File: src/hw/rtl/rpfd_pkg.sv
`timescale 1ns / 1ps
`default_nettype none
// ----------------------------------------------------------------------------
// rpfd_pkg: shared types and constants for the RTS pulse frame decoder
// Payload words, configuration set, pulse classes and frame check result.
// ----------------------------------------------------------------------------
package rpfd_pkg;

  localparam int unsigned PulseW     = 16;
  localparam int unsigned NumBytes   = 10;
  localparam int unsigned FrameW     = NumBytes * 8;
  localparam int unsigned BitCntW    = 7;
  localparam int unsigned SyncCntW   = 5;
  localparam int unsigned ShortBits  = 56;
  localparam int unsigned LongBits   = 80;
  localparam int unsigned MinHwSyncs = 4;
  localparam int unsigned NumCfgRegs = 8;
  localparam int unsigned CfgIdxW    = $clog2(NumCfgRegs);

  // register indexes of the configuration port
  typedef enum logic [CfgIdxW-1:0] {
    CFG_HW_SYNC_MIN  = 3'd0,
    CFG_HW_SYNC_MAX  = 3'd1,
    CFG_SW_SYNC_MIN  = 3'd2,
    CFG_SW_SYNC_MAX  = 3'd3,
    CFG_HALF_SYM_MIN = 3'd4,
    CFG_HALF_SYM_MAX = 3'd5,
    CFG_FULL_SYM_MIN = 3'd6,
    CFG_FULL_SYM_MAX = 3'd7
  } cfg_idx_e;

  typedef struct packed {
    logic [PulseW-1:0] pulse_width;
    logic              capture_end;
  } in_word_t;

  typedef struct packed {
    logic        frame_found;
    logic [3:0]  command_code;
    logic [15:0] rolling_count;
    logic [23:0] remote_address;
  } out_word_t;

  typedef struct packed {
    logic [PulseW-1:0] hw_sync_min;
    logic [PulseW-1:0] hw_sync_max;
    logic [PulseW-1:0] sw_sync_min;
    logic [PulseW-1:0] sw_sync_max;
    logic [PulseW-1:0] half_symbol_min;
    logic [PulseW-1:0] half_symbol_max;
    logic [PulseW-1:0] full_symbol_min;
    logic [PulseW-1:0] full_symbol_max;
  } cfg_t;

  localparam cfg_t CfgReset = '{
    hw_sync_min:     16'd1792,
    hw_sync_max:     16'd3328,
    sw_sync_min:     16'd3395,
    sw_sync_max:     16'd6305,
    half_symbol_min: 16'd448,
    half_symbol_max: 16'd832,
    full_symbol_min: 16'd896,
    full_symbol_max: 16'd1664
  };

  typedef struct packed {
    logic hw_sync;
    logic sw_sync;
    logic half_sym;
    logic full_sym;
  } pulse_cls_t;

  typedef struct packed {
    logic        ok;
    logic [3:0]  command_code;
    logic [15:0] rolling_count;
    logic [23:0] remote_address;
  } frame_chk_t;

endpackage : rpfd_pkg
`default_nettype wire

File: src/hw/rtl/rts_pulse_frame_decoder.sv
`timescale 1ns / 1ps
`default_nettype none
// ----------------------------------------------------------------------------
// rts_pulse_frame_decoder: rolling-code radio frame decoder
// Usage:
//   in channel  : one word per pulse (width in us, capture end mark),
//                 valid/ready.
//   out channel : at most one word per capture, either the decoded frame or
//                 a fail word on the last pulse, valid/ready.
//   cfg port    : write enable, index and data; the eight window bounds.
//                 Write only while the decoder is idle.
// Path: a taken word waits in the input register, is decoded from there and
//   its result, if any, is stored in the output register.
// Throughput: one pulse word per cycle while the output side takes words;
//   the decode is a single pass of compares and the checksum tree.
// Stall: a waiting result holds; the input register still takes one word,
//   then ready drops until the result is taken.
// Reset: decoder waits for sync, windows return to their defaults.
// ----------------------------------------------------------------------------
module rts_pulse_frame_decoder
  import rpfd_pkg::*;
(
  input  wire logic               clk_i,
  input  wire logic               rst_ni,
  input  wire logic               in_valid_i,
  output logic                    in_ready_o,
  input  wire in_word_t           in_data_i,
  output logic                    out_valid_o,
  input  wire logic               out_ready_i,
  output out_word_t               out_data_o,
  input  wire logic               cfg_we_i,
  input  wire logic [CfgIdxW-1:0] cfg_index_i,
  input  wire logic [PulseW-1:0]  cfg_data_i
);

  cfg_t      cfg_q;
  logic      in_valid_q;
  in_word_t  in_data_q;
  logic      out_valid_q;
  out_word_t out_data_q;
  logic      advance;
  logic      res_valid;
  out_word_t res;

  // a word leaves the input register only when the result register is free or being taken
  assign advance    = in_valid_q && (!out_valid_q || out_ready_i);
  assign in_ready_o = !in_valid_q || advance;

  always_ff @(posedge clk_i or negedge rst_ni) begin
    if (!rst_ni) begin
      cfg_q <= CfgReset;
    end else if (cfg_we_i) begin
      unique case (cfg_idx_e'(cfg_index_i))
        CFG_HW_SYNC_MIN:  cfg_q.hw_sync_min     <= cfg_data_i;
        CFG_HW_SYNC_MAX:  cfg_q.hw_sync_max     <= cfg_data_i;
        CFG_SW_SYNC_MIN:  cfg_q.sw_sync_min     <= cfg_data_i;
        CFG_SW_SYNC_MAX:  cfg_q.sw_sync_max     <= cfg_data_i;
        CFG_HALF_SYM_MIN: cfg_q.half_symbol_min <= cfg_data_i;
        CFG_HALF_SYM_MAX: cfg_q.half_symbol_max <= cfg_data_i;
        CFG_FULL_SYM_MIN: cfg_q.full_symbol_min <= cfg_data_i;
        CFG_FULL_SYM_MAX: cfg_q.full_symbol_max <= cfg_data_i;
        default: ;
      endcase
    end
  end

  always_ff @(posedge clk_i or negedge rst_ni) begin
    if (!rst_ni) begin
      in_valid_q <= 1'b0;
    end else if (in_valid_i && in_ready_o) begin
      in_valid_q <= 1'b1;
    end else if (advance) begin
      in_valid_q <= 1'b0;
    end
  end

  always_ff @(posedge clk_i) begin
    if (in_valid_i && in_ready_o) begin
      in_data_q <= in_data_i;
    end
  end

  rpfd_core u_core (
    .clk_i       (clk_i),
    .rst_ni      (rst_ni),
    .step_i      (advance),
    .word_i      (in_data_q),
    .cfg_i       (cfg_q),
    .res_valid_o (res_valid),
    .res_o       (res)
  );

  always_ff @(posedge clk_i or negedge rst_ni) begin
    if (!rst_ni) begin
      out_valid_q <= 1'b0;
    end else if (advance && res_valid) begin
      out_valid_q <= 1'b1;
    end else if (out_ready_i) begin
      out_valid_q <= 1'b0;
    end
  end

  always_ff @(posedge clk_i) begin
    if (advance && res_valid) begin
      out_data_q <= res;
    end
  end

  assign out_valid_o = out_valid_q;
  assign out_data_o  = out_data_q;

endmodule : rts_pulse_frame_decoder
`default_nettype wire

File: src/hw/rtl/rpfd_classify.sv
`timescale 1ns / 1ps
`default_nettype none
// ----------------------------------------------------------------------------
// rpfd_classify: pulse width classifier
// Compares one pulse width against the four windows; both bounds are exclusive.
// ----------------------------------------------------------------------------
module rpfd_classify
  import rpfd_pkg::*;
(
  input  wire logic [PulseW-1:0] width_i,
  input  wire cfg_t              cfg_i,
  output pulse_cls_t             cls_o
);

  always_comb begin
    cls_o.hw_sync  = (width_i > cfg_i.hw_sync_min) && (width_i < cfg_i.hw_sync_max);
    cls_o.sw_sync  = (width_i > cfg_i.sw_sync_min) && (width_i < cfg_i.sw_sync_max);
    cls_o.half_sym = (width_i > cfg_i.half_symbol_min) && (width_i < cfg_i.half_symbol_max);
    cls_o.full_sym = (width_i > cfg_i.full_symbol_min) && (width_i < cfg_i.full_symbol_max);
  end

endmodule : rpfd_classify
`default_nettype wire

File: src/hw/rtl/rpfd_check.sv
`timescale 1ns / 1ps
`default_nettype none
// ----------------------------------------------------------------------------
// rpfd_check: frame deobfuscation and checksum
// Undoes the XOR chain over bytes 1 to 6, checks the nibble checksums and
// extracts command, rolling code and remote address.
// ----------------------------------------------------------------------------
module rpfd_check
  import rpfd_pkg::*;
(
  input  wire logic [FrameW-1:0] frame_i,
  input  wire logic              long_mode_i,
  output frame_chk_t             chk_o
);

  logic [7:0] raw [NumBytes];
  logic [7:0] dec [NumBytes];
  logic [3:0] sum;
  logic [3:0] ext_sum;

  always_comb begin
    for (int k = 0; k < NumBytes; k++) begin
      raw[k] = frame_i[FrameW-1-8*k -: 8];
    end
    dec[0] = raw[0];
    for (int k = 1; k < 7; k++) begin
      dec[k] = raw[k] ^ raw[k-1];
    end
    for (int k = 7; k < NumBytes; k++) begin
      dec[k] = raw[k];
    end

    // byte 1 contributes only its high nibble; its low nibble is the checksum
    sum = dec[1][7:4];
    for (int k = 0; k < 7; k++) begin
      if (k != 1) begin
        sum = sum ^ dec[k][7:4] ^ dec[k][3:0];
      end
    end
    ext_sum = dec[7][7:4] ^ dec[8][7:4] ^ dec[9][7:4] ^ dec[7][3:0] ^ dec[8][3:0];

    chk_o.ok             = (sum == dec[1][3:0]) && (!long_mode_i || ext_sum == dec[9][3:0]);
    chk_o.command_code   = dec[1][7:4];
    chk_o.rolling_count  = {dec[2], dec[3]};
    chk_o.remote_address = {dec[4], dec[5], dec[6]};
  end

endmodule : rpfd_check
`default_nettype wire

File: src/hw/rtl/rpfd_core.sv
`timescale 1ns / 1ps
`default_nettype none
// ----------------------------------------------------------------------------
// rpfd_core: sync tracking and bit decoding
// Holds the decoder state and works out the next state and the result for
// one pulse word in a single pass.
// ----------------------------------------------------------------------------
module rpfd_core
  import rpfd_pkg::*;
(
  input  wire logic     clk_i,
  input  wire logic     rst_ni,
  input  wire logic     step_i,
  input  wire in_word_t word_i,
  input  wire cfg_t     cfg_i,
  output logic          res_valid_o,
  output out_word_t     res_o
);

  typedef enum logic [2:0] {
    PH_WAIT = 3'b001,
    PH_RECV = 3'b010,
    PH_DONE = 3'b100
  } phase_e;

  typedef struct packed {
    phase_e              phase;
    logic [SyncCntW-1:0] sync_cnt;
    logic [BitCntW-1:0]  bits;
    logic                last_bit;
    logic                half_pend;
    logic                long_mode;
    logic [FrameW-1:0]   bytes;
  } state_t;

  localparam state_t StIdle = '{
    phase:     PH_WAIT,
    sync_cnt:  '0,
    bits:      '0,
    last_bit:  1'b0,
    half_pend: 1'b0,
    long_mode: 1'b0,
    bytes:     '0
  };

  localparam logic [SyncCntW-1:0] SyncMax   = '1;
  localparam logic [FrameW-1:0]   FirstBit  = {1'b1, {(FrameW-1){1'b0}}};
  localparam logic [BitCntW-1:0]  ShortLen  = BitCntW'(ShortBits);
  localparam logic [BitCntW-1:0]  LongLen   = BitCntW'(LongBits);
  localparam logic [SyncCntW-1:0] MinSyncs  = SyncCntW'(MinHwSyncs);

  state_t            st_q, st_d;
  pulse_cls_t        cls;
  frame_chk_t        chk;
  logic              put;
  logic              put_level;
  logic [FrameW-1:0] frame_nx;

  rpfd_classify u_classify (
    .width_i (word_i.pulse_width),
    .cfg_i   (cfg_i),
    .cls_o   (cls)
  );

  // level of the bit a symbol would complete, and the frame with that bit stored
  assign put_level = (cls.full_sym && !st_q.half_pend) ? ~st_q.last_bit : st_q.last_bit;
  assign frame_nx  = put_level ? (st_q.bytes | (FirstBit >> st_q.bits)) : st_q.bytes;

  rpfd_check u_check (
    .frame_i     (frame_nx),
    .long_mode_i (st_q.long_mode),
    .chk_o       (chk)
  );

  always_comb begin
    st_d        = st_q;
    put         = 1'b0;
    res_valid_o = 1'b0;
    res_o       = '0;

    unique case (st_q.phase)
      PH_WAIT: begin
        if (cls.hw_sync) begin
          if (st_q.sync_cnt != SyncMax) begin
            st_d.sync_cnt = st_q.sync_cnt + 1'b1;
          end
        end else if (cls.sw_sync && st_q.sync_cnt >= MinSyncs) begin
          st_d           = StIdle;
          st_d.sync_cnt  = st_q.sync_cnt;
          st_d.phase     = PH_RECV;
          st_d.long_mode = (st_q.sync_cnt == 5'd12) || (st_q.sync_cnt == 5'd13) ||
                           (st_q.sync_cnt > 5'd17);
        end else begin
          st_d.sync_cnt = '0;
        end
      end
      PH_RECV: begin
        if (cls.full_sym && !st_q.half_pend) begin
          st_d.last_bit = ~st_q.last_bit;
          put           = 1'b1;
        end else if (cls.half_sym) begin
          if (st_q.half_pend) begin
            st_d.half_pend = 1'b0;
            put            = 1'b1;
          end else begin
            st_d.half_pend = 1'b1;
          end
        end else begin
          // pulse out of range or full symbol after a half: drop the frame, count a fitting hw sync
          st_d          = StIdle;
          st_d.sync_cnt = cls.hw_sync ? 5'd1 : 5'd0;
        end

        if (put) begin
          st_d.bytes = frame_nx;
          st_d.bits  = st_q.bits + 1'b1;
        end

        if (put && st_d.bits >= (st_q.long_mode ? LongLen : ShortLen)) begin
          if (chk.ok) begin
            res_valid_o          = 1'b1;
            res_o.frame_found    = 1'b1;
            res_o.command_code   = chk.command_code;
            res_o.rolling_count  = chk.rolling_count;
            res_o.remote_address = chk.remote_address;
            st_d                 = StIdle;
            st_d.phase           = PH_DONE;
          end else begin
            st_d = StIdle;
          end
        end
      end
      PH_DONE: begin
        // rest of the capture ignored
      end
      default: begin
        st_d = StIdle;
      end
    endcase

    if (word_i.capture_end) begin
      if (!res_valid_o && st_d.phase != PH_DONE) begin
        res_valid_o = 1'b1;
        res_o       = '0;
      end
      st_d = StIdle;
    end
  end

  always_ff @(posedge clk_i or negedge rst_ni) begin
    if (!rst_ni) begin
      st_q <= StIdle;
    end else if (step_i) begin
      st_q <= st_d;
    end
  end

endmodule : rpfd_core
`default_nettype wire
File: config.mk
export PLATFORM = sky130hd
export DESIGN_NAME = rts_pulse_frame_decoder
export DESIGN_NICKNAME = d
export VERILOG_FILES = /design/src/hw/rtl/rpfd_pkg.sv /design/src/hw/rtl/rts_pulse_frame_decoder.sv /design/src/hw/rtl/rpfd_classify.sv /design/src/hw/rtl/rpfd_check.sv /design/src/hw/rtl/rpfd_core.sv
export SDC_FILE = /design/constraint.sdc
export NUM_CORES = 1
export LEC_CHECK = 0
export BUFFER_PORTS_ARGS = -buffer_cell sky130_fd_sc_hd__buf_2
export CAP_MARGIN = 10
export CORE_MARGIN = 2
export CORE_UTILIZATION = 27
export CTS_CLUSTER_DIAMETER = 200
export CTS_CLUSTER_SIZE = 20
export DETAILED_ROUTE_END_ITERATION = 10
export PLACE_DENSITY = 0.52
export REMOVE_ABC_BUFFERS = 1
export SLEW_MARGIN = 10
export SYNTH_ARGS = -nofsm -noshare
export SYNTH_HDL_FRONTEND = slang
export SYNTH_SLANG_ARGS = --single-unit
export TNS_END_PERCENT = 10
File: constraint.sdc
create_clock -name clk_i -period 11.95 [get_ports clk_i]
set_input_delay 1.195 -clock clk_i [delete_from_list [all_inputs] [get_ports clk_i]]
set_output_delay 1.195 -clock clk_i [all_outputs]
set_load 0.01 [all_outputs]
==> results of run 1 <==
[cell type report]
type	count	area, sq um	area share, %
Clock inverter	1	16.3	0.0873
Timing Repair Buffer	108	603	3.24
Clock buffer	30	517	2.77
Inverter	147	552	2.96
Sequential cell	286	7500	40.3
Multi-Input combinational cell	1180	8390	45.0
Tap cell	837	1050	5.62
[sequential cells by signal, indices dropped and copies added (netlist names)]
signal       cells
out_data_o      45
in_data_q       17
in_valid_q       1
u_core.st_q     94
cfg_q          128
out_valid_o      1
[logic make-up (layout without fill, tap and decap cells)]
group                      after synthesis  after routing  share of synthesized area (%)
xor gates and xnor gates                13             13                          0.676
DFF                                    286            286                           44.6
AOI/OAI and AO/OA                      452            452                           19.6
buffers and inverters                  252            286                           5.94
adders and majority gates              138            138                           10.3
and+or+nand+nor                        494            494                           13.5
muxes                                   83             83                           5.47
[layout by cell type (no fill, tap or decap), types with 18 or more instances in the layout]
master     instances
a21oi_1           61
a211oi_1          31
nor3_1            28
inv_1            146
nand3_1           40
a41oi_1           49
dfstp_2           30
buf_2             86
clkbuf_16         19
ha_1             138
dfrtp_1          194
a31oi_1           42
buf_4             21
o21ai_0          120
nand2_1          129
edfxtp_1          62
nor2_1           196
mux2_2            72
a21o_1            18
[worst register-to-register path: stages (launching register included)]
cell and delay (ns):
edfxtp_1 0.56, ha_1 0.38, a21o_1 0.18, a2111oi_0 0.63, o31a_1 0.28, and3_1 0.35, ha_1 0.36, or3b_2 0.62
nor2b_1 0.84, o21ai_0 0.23, a22o_1 0.29, a21oi_1 0.12, nor4_1 0.08, nand3_2 0.11, buf_4 0.60, inv_1 0.34
and3_1 0.24
[worst paths after layout]
| kind | depth (start not counted) | slack, ns | endpoint |
|---|---|---|---|
| setup reg to reg | 16 | 5.51 | out_data_o[19] |
| min in group asynchronous | 1 | 0.67 | u_core.st_q[50] |
| max in group asynchronous | 2 | 9.69 | cfg_q[102] |
| setup / recovery | 16 | 5.51 | out_data_o[19] |
| hold reg to reg | 1 | 0.51 | cfg_q[34] |
| hold / removal | 1 | 0.51 | cfg_q[34] |
[where the power goes]
group	switching [uW]	internal, uW	total (uW)
Sequential	52.5	1120	1170
Clock	351	301	652
Combinational	313	197	510
Total	716	1620	2330
[metal layers]
metal,track usage (%),vias to the layer above
met5,0,-
met3,1.76,56
met4,2.94,2
li1,-,6276
met1,20.0,6523
met2,25.2,294
[stage by stage]
stage | setup WS, ns | hold slack [ns] | std cells | power, uW
2_1_floorplan | 2.18 | 0.466 | 1613 | 1510
3_3_place_gp | 5.80 | 0.483 | 2558 | 1690
3_5_place_dp | 5.59 | 0.492 | 2558 | 1700
4_1_cts | 5.55 | 0.513 | 2589 | 2360
5_1_grt | 5.10 | 0.525 | 2589 | 2480
6_report | 5.51 | 0.510 | 2589 | 2330
==> impl_metrics.yaml, run 1 <==
logic_synthesis:
  synth-warning-count: 0
  syn_avg_cell_area_sq_um: 9.80
  synth_area_sq_um: 16800
  ys_ff_latch: 286
  synthTopCellsByArea: "dfrtp_1, edfxtp_1, ha_1, mux2_2, dfstp_2"
  synthDistinctLibCells: 78
  yosysMostFrequentCell: "nor2_1"
  ys_top_cells_by_count: "nor2_1, dfrtp_1, inv_1"
  ys_async_sr_fraction_pct: 78.3
  synth_top_area_share_pct: 28.8
  synth-main-ff-cell: "dfrtp_1"
  ys_seq_area_share_pct: 44.6
  synth_cells: 1718
  synth.largest_area_cell: "dfrtp_1"
  synth_edf_count: 62
cells_and_area:
  diodes: 0
  final_area_sq_um: 18600
  nFillCells: 6503
  nets: 1920
  post_route_cells_drive_above_1_share_pct: 15.4
  syn_to_final_growth_pct: 10.6
  final_util_pct: 30.2
placement:
  place_area_sq_um: 18100
  place_congestion: 0.805
  io_buffers: 87
  post-dp-hpwl_mm: 32.6
worst_setup_path:
  timing.rr.start: "in_data_q[15]"
  cp-start-kind: "flip-flop"
  crit_chain: "ha_1 > a21o_1 > a2111oi_0 > o31a_1 > and3_1 > ha_1 > or3b_2 > nor2b_1 > o21ai_0 > a22o_1 > a21oi_1 > nor4_1 > nand3_2 > buf_4 > inv_1 > and3_1"
  critPathCaptureType: "flip-flop"
  cp.required_ns: 12.24
  crit_type: "reg2reg"
  cp_data_arrival_time_ns: 6.73
  slowest_delay_ns: 0.84
  crit_start: "in_data_q[15]"
  cp_slowest_cell: "nor2b_1"
  critPathBufInv: 2
  crit_family: "simple AND/OR/NAND/NOR gates"
  worst-path-max-fanout: 41
die:
  die_x_microns: 254
  core-area_sq_um: 61700
  die_h_microns: 254
  fp.dieArea_sq_um: 64400
  start_util_pct: 27.3
  ioPinCount: 88
  core.rowCount: 91
routing:
  route.met2.wl_mm: 23.0
  top_layer: "met5"
  vias: 13200
  viasPerCell: 5.08
  ant_nets: 0
  met1Wirelength_mm: 21.8
  wirelength_mm: 47.6
  drt_first_iter_violations: 733
  dr.pass1.iters: 5
  wl_met3_mm: 1.90
  drt-wirelength-per-cell_microns: 18.4
  route.detailed.drc: 0
grt:
  antenna_found_initial: 2
  overflow: 0
  grt_pass1_vias: 12800
  grt_max_degree: 97
  grt_pass1_wl_mm: 74.9
  grt_usage_pct: 14.7
clock_network:
  cts_tree: "yes"
  clock-root-buffer: "clkbuf_16"
  clock_latency_ns: 0.54
  cts-buffers-inserted: 18
  cts_buffer_depth: 3
  h-tree-depth: 1
  cts_setup_buffers: 0
  clk_pin_slew_ns: 0.09
  cts_hold_buf: 0
  clock-sinks: 286
  ctsResizeCount: 0
sta:
  setup_viol: 0
  fin_setup_tns_ns: 0
  post-route-period-util_pct: 53.9
  worst_pin_slew_ns: 1.15
  grt_setup_unrepaired: "false"
  hold_violations: 0
  slew_headroom_pct: 22.9
  period_minus_slack_ns: 6.44
  fin_worst_skew_ns: 0.0236
  drv_slew: 0
  fmax_ghz: 0.155
power:
  vdd_drop_max_mv: 0.0878
  leakage_uw: 0.00764
  powerDensity_nw_per_um2: 125
run_status:
  status: "complete, no violations"
flow_run:
  maxCapViolCount: 0
worst_hold_path:
  hold_path.class: "reg2reg"
  hold_path.startpoint: "cfg_q[34]"
(Power assumes the default switching activity.)
==> run 2: changes to the inputs <==
--- a/config.mk
+++ b/config.mk
@@ -5,6 +5,7 @@
 export SDC_FILE = /design/constraint.sdc
 export NUM_CORES = 1
 export LEC_CHECK = 0
+export ABC_AREA = 1
 export BUFFER_PORTS_ARGS = -buffer_cell sky130_fd_sc_hd__buf_2
 export CAP_MARGIN = 10
 export CORE_MARGIN = 2
==> constraint.sdc (replaced) <==
create_clock -name clk_i -period 6.71 [get_ports clk_i]
set_input_delay 0.671 -clock clk_i [delete_from_list [all_inputs] [get_ports clk_i]]
set_output_delay 0.671 -clock clk_i [all_outputs]
set_load 0.01 [all_outputs]
==> run 2 against run 1 <==
Against the previous run: sequential power rose by 78%; die area is 1.6% lower; combinational power rose by 75%; design area shrank 1.8%; clock power is 79% higher; routed wire length is 11% lower; first-iteration DRC count down 9.5%.
==> impl_metrics.yaml, run 2 <==
run_status:
  status: "complete, no violations"
clock_network:
  cts_buffer_depth: 3
  h-tree-depth: 1
  cts_hold_buf: 0
  clock_latency_ns: 0.54
  clock-root-buffer: "clkbuf_16"
  cts_setup_buffers: 0
  ctsResizeCount: 0
  cts-buffers-inserted: 18
  cts_tree: "yes"
  clock-sinks: 287
  clk_pin_slew_ns: 0.09
logic_synthesis:
  synth_edf_count: 62
  synthDistinctLibCells: 55
  syn_avg_cell_area_sq_um: 8.48
  ys_top_cells_by_count: "nand2_1, nor2_1, inv_1"
  synth-warning-count: 0
  synth_area_sq_um: 16600
  ys_seq_area_share_pct: 45.5
  yosysMostFrequentCell: "nand2_1"
  ys_ff_latch: 287
  synth_top_area_share_pct: 29.5
  synthTopCellsByArea: "dfrtp_1, edfxtp_1, ha_1, nand2_1, nor2_1"
  synth_cells: 1952
  synth-main-ff-cell: "dfrtp_1"
  synth.largest_area_cell: "dfrtp_1"
  ys_async_sr_fraction_pct: 78.4
worst_setup_path:
  crit_type: "reg2reg"
  cp-start-kind: "flip-flop"
  cp_slowest_cell: "buf_4"
  crit_family: "simple AND/OR/NAND/NOR gates"
  cp.required_ns: 6.96
  critPathBufInv: 4
  critPathCaptureType: "flip-flop"
  worst-path-max-fanout: 29
  cp_data_arrival_time_ns: 6.24
  slowest_delay_ns: 0.57
  path_common_cell: "nor2_1"
flow_run:
  maxCapViolCount: 0
sta:
  grt_setup_unrepaired: "false"
  worst_slack_ns: 0.722
  fin_setup_tns_ns: 0
  setup_viol: 0
  post-route-period-util_pct: 89.2
  fin_worst_skew_ns: 0.0357
  slew_headroom_pct: 21.8
  worst_pin_slew_ns: 1.17
  drv_slew: 0
  period_minus_slack_ns: 5.99
  hold_violations: 0
  fmax_ghz: 0.167
grt:
  grt_usage_pct: 13.7
  grt_pass1_vias: 12600
  grt_pass1_wl_mm: 69.5
  antenna_found_initial: 2
  grt_max_degree: 142
  overflow: 0
routing:
  route.detailed.drc: 0
  wirelength_mm: 42.5
  ant_nets: 0
  drt-wirelength-per-cell_microns: 15.1
  vias: 12500
  dr.pass1.iters: 5
  drt_first_iter_violations: 663
  viasPerCell: 4.45
power:
  leakage_uw: 0.00868
  powerDensity_nw_per_um2: 226
  vdd_drop_max_mv: 0.146
cells_and_area:
  syn_to_final_growth_pct: 10.5
  stdcell_count: 2810
  post_route_cells_drive_above_1_share_pct: 12.4
  final_util_pct: 30.3
  seqCellArea_sq_um: 7530
  final_common_cell: "nand2_1"
  regMostFlops: "cfg_q"
  nFillCells: 6388
  multi_input_area_sq_um: 7700
  mostFrequentLayoutCells: "nand2_1, nor2_1, inv_1, dfrtp_1, o21ai_0"
  largest_register_ffs: 128
  nets: 2194
placement:
  pre_cts_slack_ns: 0.759
  io_buffers: 87
  dp.cells: 2777
  place_congestion: 0.859
  post-dp-hpwl_mm: 30.3
die:
  ioPinCount: 88
  die_h_microns: 252
  fp.dieArea_sq_um: 63300
  core.rowCount: 90
  core-area_sq_um: 60500
  die_x_microns: 252
  start_util_pct: 27.4
worst_hold_path:
  hold_path.class: "in2async"
==> run 2: metal layers <==
layer / part of all wire (%) / vias up / routed length, microns / track usage [%]
met3: 3.5 / 60 / 1500 / 1.27
met4: 2.9 / 0 / 1230 / 3.84
met2: 45 / 252 / 19000 / 22.4
met5: 0 / - / 0 / 0
met1: 49 / 5817 / 20800 / 19.2
li1: - / 6372 / - / -
==> run 2: report_power, final <==
part | switching (uW) | internal [uW] | total [uW]
registers | 98.2 | 1980 | 2080
clock network | 631 | 537 | 1170
logic | 587 | 303 | 890
==> run 2: final timing paths <==
| kind | start | endpoint | slack (ns) | depth (start not counted) |
|---|---|---|---|---|
| min reg2reg | cfg_q[18] | cfg_q[18] | 0.49 | 2 |
| min | rst_ni | cfg_q[2] | 0.09 | 1 |
| max in group asynchronous | rst_ni | u_core.st_q[36] | 5.29 | 2 |
| max | in_data_q[8] | out_data_o[3] | 0.72 | 27 |
| min in group clk_i | in_data_i[14] | in_data_q[14] | 0.30 | 1 |
| max reg2reg | in_data_q[8] | out_data_o[3] | 0.72 | 27 |
==> run 2: cell type report <==
type,instances,area share [%]
clock inverter,1,0.0889
antenna,1,0.0137
inverter,266,5.48
sequential,287,41.2
tap,782,5.35
timing repair buffer,99,3.00
clock buffer,31,2.85
multi-input combinational,1343,42.1
==> run 2: cell families after synthesis <==
logic type / after synthesis / share of synthesized area, %
AO/OA/AOI/OAI: 311 / 9.93
AND/OR/NAND/NOR: 825 / 22.2
flip-flops: 287 / 45.5
buffers and inverters: 322 / 8.12
adder cells (fa/ha/maj): 138 / 10.4
XOR/XNOR: 69 / 3.88
==> run 2: worst register-to-register path, stage by stage, from the launching register on <==
cell,delay (ns)
edfxtp_1,0.55
ha_1,0.37
nand2_1,0.07
nor2_1,0.16
nand4_1,0.18
nor2_1,0.18
nor2_1,0.05
and2_1,0.19
nand2_2,0.14
inv_1,0.06
ha_1,0.35
nor2_4,0.38
nand2_2,0.49
inv_1,0.35
nand3_1,0.13
nand2_1,0.10
xor2_1,0.07
or2_2,0.29
nand3_1,0.08
nand2_1,0.05
nand2_1,0.05
nor2_1,0.05
nor2_1,0.08
nor2_1,0.06
nand4_1,0.11
buf_4,0.38
buf_4,0.60
nor2_1,0.13
==> run 2: per-stage QoR <==
stage | power, uW | instance area (sq um) | hold WS (ns)
floorplan | 2690 | 16200 | 0.375
CTS | 4210 | 18300 | 0.136
global route | 4430 | 18300 | 0.151
global placement | 2990 | 17800 | 0.465
detailed placement | 3010 | 17800 | 0.469
finish | 4140 | 18300 | 0.0912
==> run 3: changes to the inputs <==
--- a/config.mk
+++ b/config.mk
@@ -8,7 +8,7 @@
 export ABC_AREA = 1
 export BUFFER_PORTS_ARGS = -buffer_cell sky130_fd_sc_hd__buf_2
 export CAP_MARGIN = 10
-export CORE_MARGIN = 2
+export CORE_MARGIN = 8
 export CORE_UTILIZATION = 27
 export CTS_CLUSTER_DIAMETER = 200
 export CTS_CLUSTER_SIZE = 20
@@ -18,5 +18,6 @@
 export SLEW_MARGIN = 10
 export SYNTH_ARGS = -nofsm -noshare
 export SYNTH_HDL_FRONTEND = slang
+export SYNTH_HIERARCHICAL = 1
 export SYNTH_SLANG_ARGS = --single-unit
 export TNS_END_PERCENT = 10
==> run 3 against run 2 <==
Against the previous run: die area up 15%; design area up 4.1%; first-iteration DRC count up 61%; routed wire length up 15%; non-clock buffer count up 2; largest cell class unchanged; global-route usage down 0.50 points.
==> impl_metrics.yaml, run 3 <==
clock_network:
  ctsResizeCount: 0
  clk_pin_slew_ns: 0.09
  cts_setup_buffers: 0
  cts_tree: "yes"
  clock-root-buffer: "clkbuf_16"
  clock-sinks: 287
  clock_latency_ns: 0.54
  cts_hold_buf: 0
  cts_buffer_depth: 3
  h-tree-depth: 1
  cts-buffers-inserted: 18
sta:
  fin_setup_tns_ns: 0
  grt_setup_unrepaired: "false"
  fmax_ghz: 0.168
  worst_pin_slew_ns: 1.01
  slew_headroom_pct: 32.5
  post-route-period-util_pct: 88.8
  setup_viol: 0
  hold_violations: 0
  fin_worst_skew_ns: 0.0240
  drv_slew: 0
  period_minus_slack_ns: 5.96
  hold_slack_ns: 0.0500
grt:
  grt_pass1_vias: 14100
  grt_max_degree: 162
  grt_pass1_wl_mm: 78.8
  antenna_found_initial: 3
  grt_usage_pct: 13.2
  overflow: 0
routing:
  route.detailed.drc: 0
  drt-wirelength-per-cell_microns: 15.9
  top_layer: "met5"
  ant_nets: 0
  vias: 14100
  wl_met3_mm: 2.15
  route.met2.wl_mm: 23.9
  wirelength_mm: 49.0
  dr.pass1.iters: 5
  met1Wirelength_mm: 22.1
  drt_first_iter_violations: 1066
  viasPerCell: 4.59
power:
  vdd_drop_max_mv: 0.193
  leakage_uw: 0.00959
  powerDensity_nw_per_um2: 222
worst_setup_path:
  slowest_delay_ns: 0.59
  r2r-end: "out_data_o[21]"
  cp_data_arrival_time_ns: 6.13
  worst-path-max-fanout: 45
  reg2regPathDepth: 32
  crit_type: "reg2reg"
  critPathCaptureType: "flip-flop"
  timing.rr.start: "in_data_q[8]"
  cp-start-kind: "flip-flop"
  path_common_cell: "nand2_1"
  cp.required_ns: 6.88
  reg2reg_setup_slack_ns: 0.75
  crit_start: "in_data_q[8]"
  path_depth: 32
  cp_slowest_cell: "edfxtp_1"
  crit_family: "simple AND/OR/NAND/NOR gates"
  cp-endpoint: "out_data_o[21]"
  critPathBufInv: 6
die:
  fp.dieArea_sq_um: 72600
  die_x_microns: 269
  core-area_sq_um: 64000
  core.rowCount: 93
  start_util_pct: 27.1
  ioPinCount: 88
  die_h_microns: 269
flow_run:
  maxCapViolCount: 0
logic_synthesis:
  synth_area_sq_um: 17300
  synth_cells: 2182
  synth-warning-count: 6
  syn_avg_cell_area_sq_um: 7.95
cells_and_area:
  largest_register_ffs: 128
  final_common_cell: "nand2_1"
  regMostFlops: "cfg_q"
  stdcell_count: 3074
  post_route_cells_drive_above_1_share_pct: 9.96
  nFillCells: 6844
  syn_to_final_growth_pct: 9.76
  mostFrequentLayoutCells: "nand2_1, inv_1, dfrtp_1, ha_1, nor2_1"
  nets: 2385
placement:
  post-dp-hpwl_mm: 32.8
  io_buffers: 87
  place_congestion: 0.868
  dp.cells: 3041
run_status:
  status: "complete, no violations"
worst_hold_path:
  hold_path.class: "in2async"
[run 3: worst reg2reg max path: cells and delay by family (launching register included)]
kind	cells	cell delay (ns)
simple gates	22	2.51
flops	1	0.59
buf+inv	6	1.09
compound gates	2	0.68
fa+ha+maj	2	0.66
[run 3: report_power, final]
part / total [uW] / leakage (uW) / internal, uW / switching (uW)
registers: 2080 / 0.00349 / 1980 / 108
logic: 962 / 0.00584 / 313 / 650
clock network: 1190 / 0.000256 / 539 / 647
[run 3: per-layer routing]
metal	vias up	global-route usage (%)
met4	4	2.42
met2	314	23.0
li1	7007	-
met3	58	1.78
met1	6737	17.3
met5	-	0
[run 3: cell type report]
cell class,instances,area (sq um),area share (%)
Antenna cell,1,2.50,0.0131
Clock buffer,31,520,2.73
Clock inverter,1,16.3,0.0854
Inverter,279,1050,5.50
Multi-Input combinational cell,1519,8290,43.5
Sequential cell,287,7530,39.5
Tap cell,855,1070,5.62
Timing Repair Buffer,101,563,2.96
[run 3: stage by stage]
step | utilization, % | total power [uW] | worst slack (ns) | area (sq um)
after floorplan | - | 2720 | -1.08 | 16900
after global placement | 28.9 | 3050 | 0.911 | 18500
after detailed placement | 28.9 | 3080 | 0.786 | 18500
after CTS | 29.7 | 4280 | 0.730 | 19000
after global routing | 29.7 | 4510 | 0.205 | 19000
final | 29.7 | 4230 | 0.749 | 19000
[run 3: worst min-delay path by stage]
stage / startpoint / to / slack, ns
after CTS: rst_ni / cfg_q[126] / 0.06
after detailed placement: cfg_q[81] / cfg_q[81] / 0.45
final: rst_ni / cfg_q[126] / 0.05
after floorplan: rst_ni / cfg_q[0] / 0.38
after global placement: cfg_q[55] / cfg_q[55] / 0.45
after global routing: rst_ni / cfg_q[125] / 0.09
